--- src/rtl/mhrd_pkg.sv ---
// ----------------------------------------------------------------------------
// mhrd_pkg
// Types and constants shared by the record deframer modules.
// ----------------------------------------------------------------------------
package mhrd_pkg;

    localparam int unsigned HDR_BYTES = 16;

    localparam logic [31:0] REC_MAGIC   = 32'h4356_4d4c;
    localparam logic [15:0] REC_VERSION = 16'd1;
    localparam logic [15:0] REC_HSIZE   = 16'd16;
    localparam logic [7:0]  MARK_FF     = 8'hff;
    localparam logic [7:0]  MARK_SOI    = 8'hd8;
    localparam logic [7:0]  MARK_EOI    = 8'hd9;

    localparam logic [23:0] FRAME_SIZE_RESET = 24'd614400;

    // Register indexes on the configuration port.
    localparam logic [1:0] REG_MODE       = 2'd0;
    localparam logic [1:0] REG_FRAME_SIZE = 2'd1;

    // Operating modes; the fourth code behaves as H.264 records.
    localparam logic [1:0] MODE_RAW   = 2'd0;
    localparam logic [1:0] MODE_MJPEG = 2'd1;

    typedef enum logic [1:0] {
        EV_PAYLOAD     = 2'd0,
        EV_HDR_REJECT  = 2'd1,
        EV_SIZE_REJECT = 2'd2
    } event_kind_t;

    typedef struct packed {
        logic       valid;
        logic [7:0] data;
    } item_t;

    typedef struct packed {
        event_kind_t kind;
        logic [7:0]  data_byte;
        logic [23:0] byte_offset;
        logic        frame_end;
        logic        frame_good;
    } result_t;

endpackage

--- src/rtl/mhrd_in_stage.sv ---
// ----------------------------------------------------------------------------
// mhrd_in_stage
// Input register that holds one byte until the parser takes it.
// ----------------------------------------------------------------------------
module mhrd_in_stage
    import mhrd_pkg::*;
(
    input  logic       clk,
    input  logic       rst_n,
    input  logic       in_valid,
    output logic       in_ready,
    input  logic [7:0] in_data,
    input  logic       take,
    output item_t      item
);

    logic       valid_reg;
    logic [7:0] data_reg;

    assign in_ready = !valid_reg || take;
    assign item     = '{valid: valid_reg, data: data_reg};

    always_ff @(posedge clk or negedge rst_n)
    begin
        if (!rst_n)
        begin
            valid_reg <= 1'b0;
        end
        else if (in_valid && in_ready)
        begin
            valid_reg <= 1'b1;
        end
        else if (take)
        begin
            valid_reg <= 1'b0;
        end
    end

    always_ff @(posedge clk)
    begin
        if (in_valid && in_ready)
        begin
            data_reg <= in_data;
        end
    end

endmodule

--- src/rtl/mhrd_core.sv ---
// ----------------------------------------------------------------------------
// mhrd_core
// Header parser, payload counter and marker check, with the result register.
// ----------------------------------------------------------------------------
module mhrd_core
    import mhrd_pkg::*;
(
    input  logic        clk,
    input  logic        rst_n,
    input  item_t       item,
    output logic        take,
    input  logic [1:0]  mode,
    input  logic [23:0] frame_size,
    output logic        out_valid,
    input  logic        out_ready,
    output result_t     out_res
);

    logic [7:0]  win_reg [HDR_BYTES];
    logic [7:0]  win_next [HDR_BYTES];
    logic [7:0]  win_cur [HDR_BYTES];
    logic [4:0]  fill_reg, fill_next;
    logic [23:0] count_reg, count_next;
    logic [23:0] length_reg, length_next;
    logic [15:0] lead_reg, lead_next;
    logic [15:0] trail_reg, trail_next;
    logic        out_valid_reg;
    result_t     out_res_reg;

    logic        res_valid;
    result_t     res;
    logic [24:0] count_inc;
    logic [31:0] magic;
    logic [15:0] version;
    logic [15:0] hsize;
    logic [31:0] psize;
    logic        hdr_bad;
    logic        size_bad;
    logic        is_last;
    logic        marks_ok;

    assign take      = item.valid && (!out_valid_reg || out_ready);
    assign out_valid = out_valid_reg;
    assign out_res   = out_res_reg;
    assign count_inc = {1'b0, count_reg} + 25'd1;

    // Window with the incoming byte written at the fill position.
    always_comb
    begin
        for (int i = 0; i < HDR_BYTES; i++)
        begin
            win_cur[i] = (fill_reg[3:0] == 4'(i)) ? item.data : win_reg[i];
        end
        magic    = {win_cur[3], win_cur[2], win_cur[1], win_cur[0]};
        version  = {win_cur[5], win_cur[4]};
        hsize    = {win_cur[7], win_cur[6]};
        psize    = {win_cur[11], win_cur[10], win_cur[9], win_cur[8]};
        hdr_bad  = (magic != REC_MAGIC) || (version != REC_VERSION) || (hsize != REC_HSIZE);
        size_bad = (psize == 32'd0) || (psize > {8'd0, frame_size});
    end

    always_comb
    begin
        win_next    = win_reg;
        fill_next   = fill_reg;
        count_next  = count_reg;
        length_next = length_reg;
        lead_next   = lead_reg;
        trail_next  = trail_reg;
        res_valid   = 1'b0;
        res         = '{kind: EV_PAYLOAD, data_byte: 8'd0, byte_offset: 24'd0,
                        frame_end: 1'b0, frame_good: 1'b0};
        is_last     = 1'b0;
        marks_ok    = 1'b1;

        if (take)
        begin
            if (mode == MODE_RAW)
            begin
                is_last         = count_inc >= {1'b0, frame_size};
                count_next      = is_last ? 24'd0 : count_inc[23:0];
                res_valid       = 1'b1;
                res.data_byte   = item.data;
                res.byte_offset = count_reg;
                res.frame_end   = is_last;
                res.frame_good  = is_last;
            end
            else if (!fill_reg[4])
            begin
                if (fill_reg != 5'(HDR_BYTES - 1))
                begin
                    win_next  = win_cur;
                    fill_next = fill_reg + 5'd1;
                end
                else if (hdr_bad)
                begin
                    // Drop the oldest byte and wait for one more.
                    for (int i = 0; i < HDR_BYTES; i++)
                    begin
                        win_next[i] = (i < HDR_BYTES - 1) ? win_cur[(i + 1) % HDR_BYTES] : 8'd0;
                    end
                    fill_next   = 5'(HDR_BYTES - 1);
                    count_next  = 24'd0;
                    length_next = 24'd0;
                    res_valid   = 1'b1;
                    res.kind    = EV_HDR_REJECT;
                end
                else if (size_bad)
                begin
                    for (int i = 0; i < HDR_BYTES; i++)
                    begin
                        win_next[i] = 8'd0;
                    end
                    fill_next   = 5'd0;
                    count_next  = 24'd0;
                    length_next = 24'd0;
                    res_valid   = 1'b1;
                    res.kind    = EV_SIZE_REJECT;
                end
                else
                begin
                    win_next    = win_cur;
                    fill_next   = 5'(HDR_BYTES);
                    length_next = psize[23:0];
                    count_next  = 24'd0;
                    lead_next   = 16'd0;
                    trail_next  = 16'd0;
                end
            end
            else
            begin
                if (count_reg < 24'd2)
                begin
                    lead_next = {lead_reg[7:0], item.data};
                end
                trail_next      = {trail_reg[7:0], item.data};
                is_last         = count_inc >= {1'b0, length_reg};
                res_valid       = 1'b1;
                res.data_byte   = item.data;
                res.byte_offset = count_reg;
                if (!is_last)
                begin
                    count_next = count_inc[23:0];
                end
                else
                begin
                    if (mode == MODE_MJPEG)
                    begin
                        marks_ok = (length_reg >= 24'd4)
                                && (lead_next == {MARK_FF, MARK_SOI})
                                && (trail_next == {MARK_FF, MARK_EOI});
                    end
                    if (marks_ok)
                    begin
                        for (int i = 0; i < HDR_BYTES; i++)
                        begin
                            win_next[i] = 8'd0;
                        end
                        fill_next = 5'd0;
                    end
                    else
                    begin
                        // Resync from the accepted header shifted by one byte.
                        for (int i = 0; i < HDR_BYTES; i++)
                        begin
                            win_next[i] = (i < HDR_BYTES - 1) ? win_reg[(i + 1) % HDR_BYTES] : 8'd0;
                        end
                        fill_next = 5'(HDR_BYTES - 1);
                    end
                    count_next     = 24'd0;
                    length_next    = 24'd0;
                    res.frame_end  = 1'b1;
                    res.frame_good = marks_ok;
                end
            end
        end
    end

    always_ff @(posedge clk or negedge rst_n)
    begin
        if (!rst_n)
        begin
            for (int i = 0; i < HDR_BYTES; i++)
            begin
                win_reg[i] <= 8'd0;
            end
            fill_reg      <= 5'd0;
            count_reg     <= 24'd0;
            length_reg    <= 24'd0;
            lead_reg      <= 16'd0;
            trail_reg     <= 16'd0;
            out_valid_reg <= 1'b0;
        end
        else
        begin
            win_reg    <= win_next;
            fill_reg   <= fill_next;
            count_reg  <= count_next;
            length_reg <= length_next;
            lead_reg   <= lead_next;
            trail_reg  <= trail_next;
            if (res_valid)
            begin
                out_valid_reg <= 1'b1;
            end
            else if (out_ready)
            begin
                out_valid_reg <= 1'b0;
            end
        end
    end

    always_ff @(posedge clk)
    begin
        if (res_valid)
        begin
            out_res_reg <= res;
        end
    end

endmodule

--- src/rtl/magic_header_record_deframer_unit.sv ---
// A byte accepted into the input register has its result item at the output once the parser
// has registered it (first the input register, then the parser's result register).
// Throughput: one byte per cycle while the output is not stalled; parser state updates once per byte.
// While a result waits in the output register, the input register can still take one byte.
// Reset (rst_n low, asynchronous) clears the header window, counters and both
// valid flags, and sets mode to raw and frame_size to 614400.
// ----------------------------------------------------------------------------
// magic_header_record_deframer_unit
// Byte stream deframer for raw frames and length-prefixed records.
// ----------------------------------------------------------------------------
module magic_header_record_deframer_unit
    import mhrd_pkg::*;
(
    input  logic        clk,
    input  logic        rst_n,
    input  logic        s_axis_tvalid,
    output logic        s_axis_tready,
    input  logic [7:0]  s_axis_tdata,   // [7:0] in_byte
    output logic        m_axis_tvalid,
    input  logic        m_axis_tready,
    output logic [31:0] m_axis_tdata,   // [7:0] data_byte, [31:8] byte_offset
    output logic [2:0]  m_axis_tuser,   // [1:0] event_kind, [2] frame_good
    output logic        m_axis_tlast,   // frame_end
    input  logic        cfg_valid,
    output logic        cfg_ready,
    input  logic [1:0]  cfg_index,
    input  logic [23:0] cfg_data
);

    logic [1:0]  mode_reg;
    logic [23:0] frame_size_reg;
    item_t       item;
    logic        take;
    result_t     res;

    assign cfg_ready = 1'b1;

    always_ff @(posedge clk or negedge rst_n)
    begin
        if (!rst_n)
        begin
            mode_reg       <= MODE_RAW;
            frame_size_reg <= FRAME_SIZE_RESET;
        end
        else if (cfg_valid && cfg_ready)
        begin
            if (cfg_index == REG_MODE)
            begin
                mode_reg <= cfg_data[1:0];
            end
            else if (cfg_index == REG_FRAME_SIZE)
            begin
                frame_size_reg <= cfg_data;
            end
        end
    end

    mhrd_in_stage u_in_stage (
        .clk      (clk),
        .rst_n    (rst_n),
        .in_valid (s_axis_tvalid),
        .in_ready (s_axis_tready),
        .in_data  (s_axis_tdata),
        .take     (take),
        .item     (item)
    );

    mhrd_core u_core (
        .clk        (clk),
        .rst_n      (rst_n),
        .item       (item),
        .take       (take),
        .mode       (mode_reg),
        .frame_size (frame_size_reg),
        .out_valid  (m_axis_tvalid),
        .out_ready  (m_axis_tready),
        .out_res    (res)
    );

    assign m_axis_tdata = {res.byte_offset, res.data_byte};
    assign m_axis_tuser = {res.frame_good, res.kind};
    assign m_axis_tlast = res.frame_end;

endmodule

--- config.mk ---
export PLATFORM = sky130hd
export DESIGN_NAME = magic_header_record_deframer_unit
export DESIGN_NICKNAME = d
export VERILOG_FILES = /design/src/rtl/mhrd_pkg.sv /design/src/rtl/mhrd_in_stage.sv /design/src/rtl/mhrd_core.sv /design/src/rtl/magic_header_record_deframer_unit.sv
export SDC_FILE = /design/constraint.sdc
export NUM_CORES = 1
export LEC_CHECK = 0
export BUFFER_PORTS_ARGS = -buffer_cell sky130_fd_sc_hd__buf_2
export CAP_MARGIN = 20
export CORE_UTILIZATION = 49
export CTS_CLUSTER_SIZE = 10
export DETAILED_ROUTE_END_ITERATION = 8
export HOLD_SLACK_MARGIN = 0.06
export PLACE_DENSITY = 0.72
export SKIP_LAST_GASP = 1
export SLEW_MARGIN = 30
export SYNTH_ARGS = -nofsm -noshare
export SYNTH_HDL_FRONTEND = slang
export SYNTH_SLANG_ARGS = --single-unit
--- constraint.sdc ---
create_clock -name clk -period 9.3 [get_ports clk]
set_clock_uncertainty 0.2 [all_clocks]
set_input_delay 1.86 -clock clk [delete_from_list [all_inputs] [get_ports clk]]
set_output_delay 1.86 -clock clk [all_outputs]
set_load 0.02 [all_outputs]
Word level (Yosys, flattened, before mapping)
Cells that the tools add are included.
{ "word_totals": {"inputBits": 39, "register_bits": 277, "word_cells": 164} }
{ "classes": {"magnitude_cmp": 5, "n_reduce_logical": 26, "n_mux": 67, "addsub": 2, "n_bitwise": 3, "n_eq_ne": 28} }
{ "ops": {"columns": ["cell", "n"], "rows": [
  ["128-bit 2-to-1 mux", 6],
  ["24-bit 2-to-1 mux", 10],
  ["8-bit 2-to-1 mux", 17],
  ["16-bit 2-to-1 mux", 8],
  ["34-bit 2-to-1 mux", 2],
  ["25-bit by 24-bit greater-or-equal comparator with 1-bit output", 2],
  ["16-bit == test, second input constant", 2],
  ["4-bit == test, second input constant", 8],
  ["32-bit by 24-bit > comparator with 1-bit output", 1],
  ["32-bit zero test", 1],
  ["32-bit by 31-bit != test with 1-bit output, second input constant", 1],
  ["24-bit by 1-bit adder with 25-bit output, second input constant", 1],
  ["5-bit 2-to-1 mux", 5],
  ["24-bit by 3-bit greater-or-equal comparator with 1-bit output, second input constant", 1],
  ["24-bit by 2-bit < comparator with 1-bit output, second input constant", 1],
  ["4-bit by 3-bit == test with 1-bit output, second input constant", 4],
  ["1-bit 2-to-1 mux", 16],
  ["16-bit by 1-bit != test with 1-bit output, second input constant", 1],
  ["16-bit by 5-bit != test with 1-bit output, second input constant", 1],
  ["4-bit by 2-bit == test with 1-bit output, second input constant", 2],
  ["2-bit by 1-bit != test with 1-bit output, second input constant", 3],
  ["2-bit AND reduction", 3],
  ["3-bit AND reduction", 2],
  ["5-bit by 1-bit adder with 5-bit output, second input constant", 1],
  ["18 further kinds", 32]
]} }

Longest topological paths before layout
{ "depth": {"depth_word": 16, "mapped_depth": 22} }

Modules after synthesis
Synthesis repeated with hierarchy kept, for this count alone.
{ "hier_totals": {"hier_cells": 1838, "hier_area_um2": 17277.8} }
{ "by_module_without_submodules": {"columns": ["mod", "cells_per_inst", "area_per_inst_um2", "instances"], "rows": [
  ["mhrd_core", 1767, 15891.5, 1],
  ["magic_header_record_deframer_unit", 58, 1084.8, 1],
  ["mhrd_in_stage", 13, 301.5, 1]
]} }

Worst setup path after synthesis
OpenSTA, ideal clock, no wires.
{ "synth_path": {"path_kind": "reg2reg", "start": "reg u_core.fill_reg[0]", "end": "reg u_core.out_res_reg, in the netlist u_core.out_res[0], enable pin", "path_stages_with_launch": 16, "synth_period_minus_slack_ns": 5.378, "setup_slack_ns": 3.922, "setup_time_ns": 0.441, "n_path_buf": 2, "arrival_ns": 4.737, "cell_sequence": "dfrtp_1 > inv_1 > ha_1 > buf_2 > nand3b_1 > mux2_2 > ha_1 > nand2_1 > nor4_1 > a21boi_0 > nor4_1 > a2bb2oi_1 > nand3_4 > nand2_1 > clkbuf_1 > a21oi_1"} }
{ "synth_via": {"elab_chain_cells": 10, "word_cells_on_any_way": 39, "classes_between": "1 x order compare; 15 x eq/ne; 18 x mux; 5 x reduce/logical"} }
{ "synth_rtl": {"columns": ["item", "line", "rtl"], "rows": [
  ["start: declaration", "mhrd_core.sv:22", "logic [4:0] fill_reg, fill_next;"],
  ["start signal: assignment", "mhrd_core.sv:197", "fill_reg <= fill_next;"],
  ["4-bit == test, or another cell as far along", "mhrd_core.sv:52", "win_cur[i] = (fill_reg[3:0] == 4'(i)) ? item.data : win_reg[i];"],
  ["8-bit 2-to-1 mux", "mhrd_core.sv:52", null],
  ["32-bit by 24-bit > comparator with 1-bit output, or another cell as far along", "mhrd_core.sv:59", "size_bad = (psize == 32'd0) || (psize > {8'd0, frame_size});"],
  ["1-bit logical OR, on equally long branches", "mhrd_core.sv:59, mhrd_core.sv:58", null],
  ["1-bit 2-to-1 mux or 1-bit logical OR (tied branches)", "mhrd_core.sv:108, mhrd_core.sv:58", null],
  ["1-bit 2-to-1 mux", "mhrd_core.sv:95", "else if (hdr_bad)"],
  ["1-bit 2-to-1 mux *", "mhrd_core.sv:90", "if (fill_reg != 5'(HDR_BYTES - 1))"],
  ["1-bit 2-to-1 mux *", "mhrd_core.sv:88", "else if (!fill_reg[4])"],
  ["1-bit 2-to-1 mux *", "mhrd_core.sv:78", "if (mode == MODE_RAW)"],
  ["1-bit 2-to-1 mux *", "mhrd_core.sv:76", "if (take)"],
  ["net u_core.res_valid", "mhrd_core.sv:30", "logic res_valid;"],
  ["end signal: assignment", "mhrd_core.sv:217", "out_res_reg <= res;"],
  ["end: declaration", "mhrd_core.sv:28", "result_t out_res_reg;"]
]} }
Mark *: on every way through the listed nets, which the timed path passes. The rest lies on a longest branch.
A chain may end at the register's enable or synchronous reset.

Worst setup path after layout
{ "layout_path": {"start": "reg u_core.count_reg[2]", "end": "reg u_core.win_reg[74] (netlist bit)"} }
{ "layout_via": {"elab_chain_cells": 16, "word_cells_on_any_way": 20, "classes_between": "1 x add/sub; 2 x order compare; 2 x eq/ne; 12 x mux; 3 x reduce/logical"} }
{ "layout_rtl": {"columns": ["item", "line", "rtl"], "rows": [
  ["start: declaration", "mhrd_core.sv:23", "logic [23:0] count_reg, count_next;"],
  ["start signal: assignment", "mhrd_core.sv:198", "count_reg <= count_next;"],
  ["24-bit by 2-bit < comparator with 1-bit output", "mhrd_core.sv:132", "if (count_reg < 24'd2)"],
  ["16-bit 2-to-1 mux", "mhrd_core.sv:132", null],
  ["16-bit 2-to-1 mux", "mhrd_core.sv:88", null],
  ["16-bit 2-to-1 mux", "mhrd_core.sv:78", null],
  ["16-bit 2-to-1 mux", "mhrd_core.sv:76", null],
  ["16-bit == test", "mhrd_core.sv:150", "&& (lead_next == {MARK_FF, MARK_SOI})"],
  ["1-bit logical AND", "mhrd_core.sv:150", null],
  ["1-bit logical AND", "mhrd_core.sv:151", "&& (trail_next == {MARK_FF, MARK_EOI});"],
  ["1-bit 2-to-1 mux", "mhrd_core.sv:147", "if (mode == MODE_MJPEG)"],
  ["1-bit 2-to-1 mux", "mhrd_core.sv:141", "if (!is_last)"],
  ["1-bit 2-to-1 mux", "mhrd_core.sv:88", null],
  ["1-bit 2-to-1 mux", "mhrd_core.sv:78", null],
  ["1-bit 2-to-1 mux", "mhrd_core.sv:76", null],
  ["128-bit 2-to-1 mux", "mhrd_core.sv:153", "if (marks_ok)"],
  ["128-bit 2-to-1 mux", "mhrd_core.sv:141", null],
  ["128-bit 2-to-1 mux", "mhrd_core.sv:88", null],
  ["end signal: assignment", "mhrd_core.sv:196", "win_reg <= win_next;"],
  ["end: declaration", "mhrd_core.sv:19", "logic [7:0] win_reg [HDR_BYTES];"]
]} }
Several ways; a longest one is shown, not always the timed one. The select of a mux whose other input is x is not followed.

==> impl_metrics.toml <==
[yosys]
async_flop_share_pct = 84.1
synth.top_cell.area_share_pct = 34.8
synth.distinct_cells = 90
ys_warn_count = 0
synth_area_leaders = "dfrtp_1, edfxtp_1, ha_1"
netlist_area_um2 = 16500
avgSynthCellArea_um2 = 9.56
syn_inst = 1723
syn_nets = 1839
synth_edf_count = 44
synth_flop_cell = "dfrtp_1"
synth_top_area_cell = "dfrtp_1"
seq_area_frac_synth_pct = 43.4
synth-seq-cells = 277

[worst_setup_path]
critical_path_class = "flop to flop"
startpoint = "u_core.count_reg[2]$_DFFE_PN0P_"
cp-end-kind = "flop"
crit_arrival_ns = 6.32
cp_max_fo = 64
cp.required_ns = 9.49
timing.rr.start = "u_core.count_reg[2]$_DFFE_PN0P_"
critPathLaunchType = "flop"

[timing]
fin_crit_sh_pct = 65.9
setup_viol = 0
tightest_slew_ns = 1.05
slew_viol_final = 0
timing.setup.tns_ns = 0
slew_headroom_pct = 29.9
fmax_mhz = 163
hold_viol_final = 0
rsz0062_at_grt = "false"
fin_crit_ns = 6.13

[die]
coreArea_um2 = 32800
dieHeight_um = 185
top_level_ports = 78
die_width_um = 185
start_util_pct = 50.3
die_area_um2 = 34400
core.rowCount = 66

[cells_and_area]
fillers = 2898
nets = 1855
antenna_cells = 0
final_common_cell = "dfrtp_1"
drive_above_1_share_pct = 14.5
multi_input_area_um2 = 8550
instances_no_fill = 2197
regArea_um2 = 7160
syn_to_final_growth_pct = 10.7
layout_common_cells = "dfrtp_1, nand2_1, nor2_1"
largest_reg_flops = 128

[power_and_ir_drop]
p_seq_share_pct = 35.3
vdd_drop_max_uv = 181
internal_power_mw = 3.07
power_density_nw_per_um2 = 286
comb_power_share_pct = 40.9
clock_power_share_pct = 23.8
swShare_pct = 41.3
p_leak_nw = 7.92
p_sw_mw = 2.16

[worst_hold_path]
min_path_type = "flop to flop"
hold_start = "u_core.win_reg[125]$_DFFE_PN0P_"

[global_routing]
grt_max_degree = 94
grtUsageMet3_pct = 5.49
grtUsageTotal_pct = 30.0
antenna_found_initial = 0
use_met2_pct = 45.8
grt_pass1_wl_um = 80100
first_global_vias = 14100
grt.busiest_layer = "met2"
met1_usage_pct = 41.9
grt-ovfl-total = 0

[placement]
place_congestion = 0.988
place_hpwl_um = 33900
placed_cells = 2145
portBuffers = 76

[clocking]
clk_pin_slew_ns = 0.06
clock-root-buffer = "clkbuf_16"
cts_hold_buf = 0
cts.path.max_buffers = 3
cts.sinks = 277
htreeDepth = 2
insertion_delay_ns = 0.51
cts_setup_buffers = 0
cts_tree = "yes"
cts-buffers-inserted = 34
ctsResizeCount = 0

[drt]
via_per_inst = 6.60
ant_nets = 0
num_vias = 14500
wl_um = 50200
wl_per_cell_um = 22.9
drt_iter0_markers = 2033
drc_errors = 0
first_pass_iters = 7

[run_status]
outcome = "completed"

[run]
maxCapViolations = 0
==> layer usage <==
metal	routed length (um)	part of all wire (%)	vias up
met5	0	0	-
met3	4750	9.5	145
met2	22300	44	832
met1	21300	42	7046
met4	1850	3.7	0
li1	-	-	6480
==> power by group through the flow <==
stage | combinational, mW | clock (mW) | sequential [mW]
3_5_place_dp | 2.09 | 0 | 1.85
5_1_grt | 2.32 | 1.31 | 1.87
2_1_floorplan | 1.49 | 0 | 1.78
6_report | 2.14 | 1.24 | 1.85
4_1_cts | 2.09 | 1.26 | 1.83
3_3_place_gp | 2.03 | 0 | 1.84
==> critical path: stages, from the launching register on <==
cell	delay (ns)
dfrtp_1	0.50
and3_1	0.25
nand3_1	0.14
nor3_1	0.37
and2_1	0.24
nand3_1	0.18
nor2_1	0.23
and3_1	0.23
xor2_1	0.27
ha_1	0.30
nand3_1	0.11
nor3_1	0.08
o21ai_0	0.07
a21oi_1	0.07
a211oi_1	0.52
nand3_1	0.21
nand2_2	0.62
buf_4	0.66
nor2_1	0.32
a221o_1	0.41
==> area by class of cell <==
| class | count | area share (%) |
|---|---|---|
| Timing Repair Buffer | 114 | 3.98 |
| Clock buffer | 49 | 5.32 |
| Multi-Input combinational cell | 1246 | 46.9 |
| Sequential cell | 277 | 39.2 |
| Tap cell | 442 | 3.03 |
| Clock inverter | 3 | 0.219 |
| Inverter | 66 | 1.36 |
==> final timing paths <==
path | endpoint | slack (ns) | cells past startpoint
worst max-delay path | u_core.win_reg[74]$_DFFE_PN0P_ | 3.17 | 19
worst min-delay path | u_core.win_reg[125]$_DFFE_PN0P_ | 0.30 | 1
worst max register to register | u_core.win_reg[74]$_DFFE_PN0P_ | 3.17 | 19
worst min register to register | u_core.win_reg[125]$_DFFE_PN0P_ | 0.30 | 1
max in group asynchronous | u_core.win_reg[43]$_DFFE_PN0P_ | 6.25 | 4
min in group asynchronous | frame_size_reg[5]$_DFFE_PN0P_ | 1.04 | 1
==> cells in the mapped netlist (5+ instances only) <==
master and n:
a2111oi_0 5, a211oi_1 6, a21o_1 25, a21oi_1 99, a221o_1 23, a221oi_1 22
a222oi_1 22, a22o_1 43, a22oi_1 16, a31o_2 5, a31oi_1 18, a32o_1 24
a32oi_1 19, and2_1 33, and3_1 26, and3b_1 5, buf_1 8, buf_2 17
clkbuf_1 102, dfrtp_1 229, edfxtp_1 44, ha_1 77, inv_1 66, mux2_2 59
mux2i_1 19, nand2_1 181, nand3_1 64, nand3b_1 8, nand4_1 24, nor2_1 117
nor2b_1 9, nor3_1 24, nor3b_1 11, nor4_1 27, o2111ai_1 5, o211ai_1 7
o21ai_0 89, o21ai_1 10, o22ai_1 12, o2bb2ai_1 7, or3b_1 5, xnor2_1 12
xor2_1 10
==> logic make-up after synthesis <==
logic type	share of synthesized area, %
xor+xnor	1.17
mux	5.41
simple gates	18.3
flops	43.4
fa+ha+maj	5.85
other cells	0.0228
buf+inv	4.94
compound gates	20.9
==> per-stage QoR <==
step / util [%] / hold slack, ns / power [mW] / setup slack, ns / cell area (um^2)
floorplan: - / 0.249 / 3.27 / 3.92 / 16500
global placement: 52.3 / 0.277 / 3.87 / 3.50 / 17200
detailed placement: 52.6 / 0.279 / 3.93 / 3.31 / 17200
CTS: 55.7 / 0.295 / 5.18 / 3.30 / 18200
global route: 55.7 / 0.303 / 5.49 / 2.71 / 18200
finish: 55.7 / 0.296 / 5.23 / 3.17 / 18200
(Power assumes the default switching activity.)
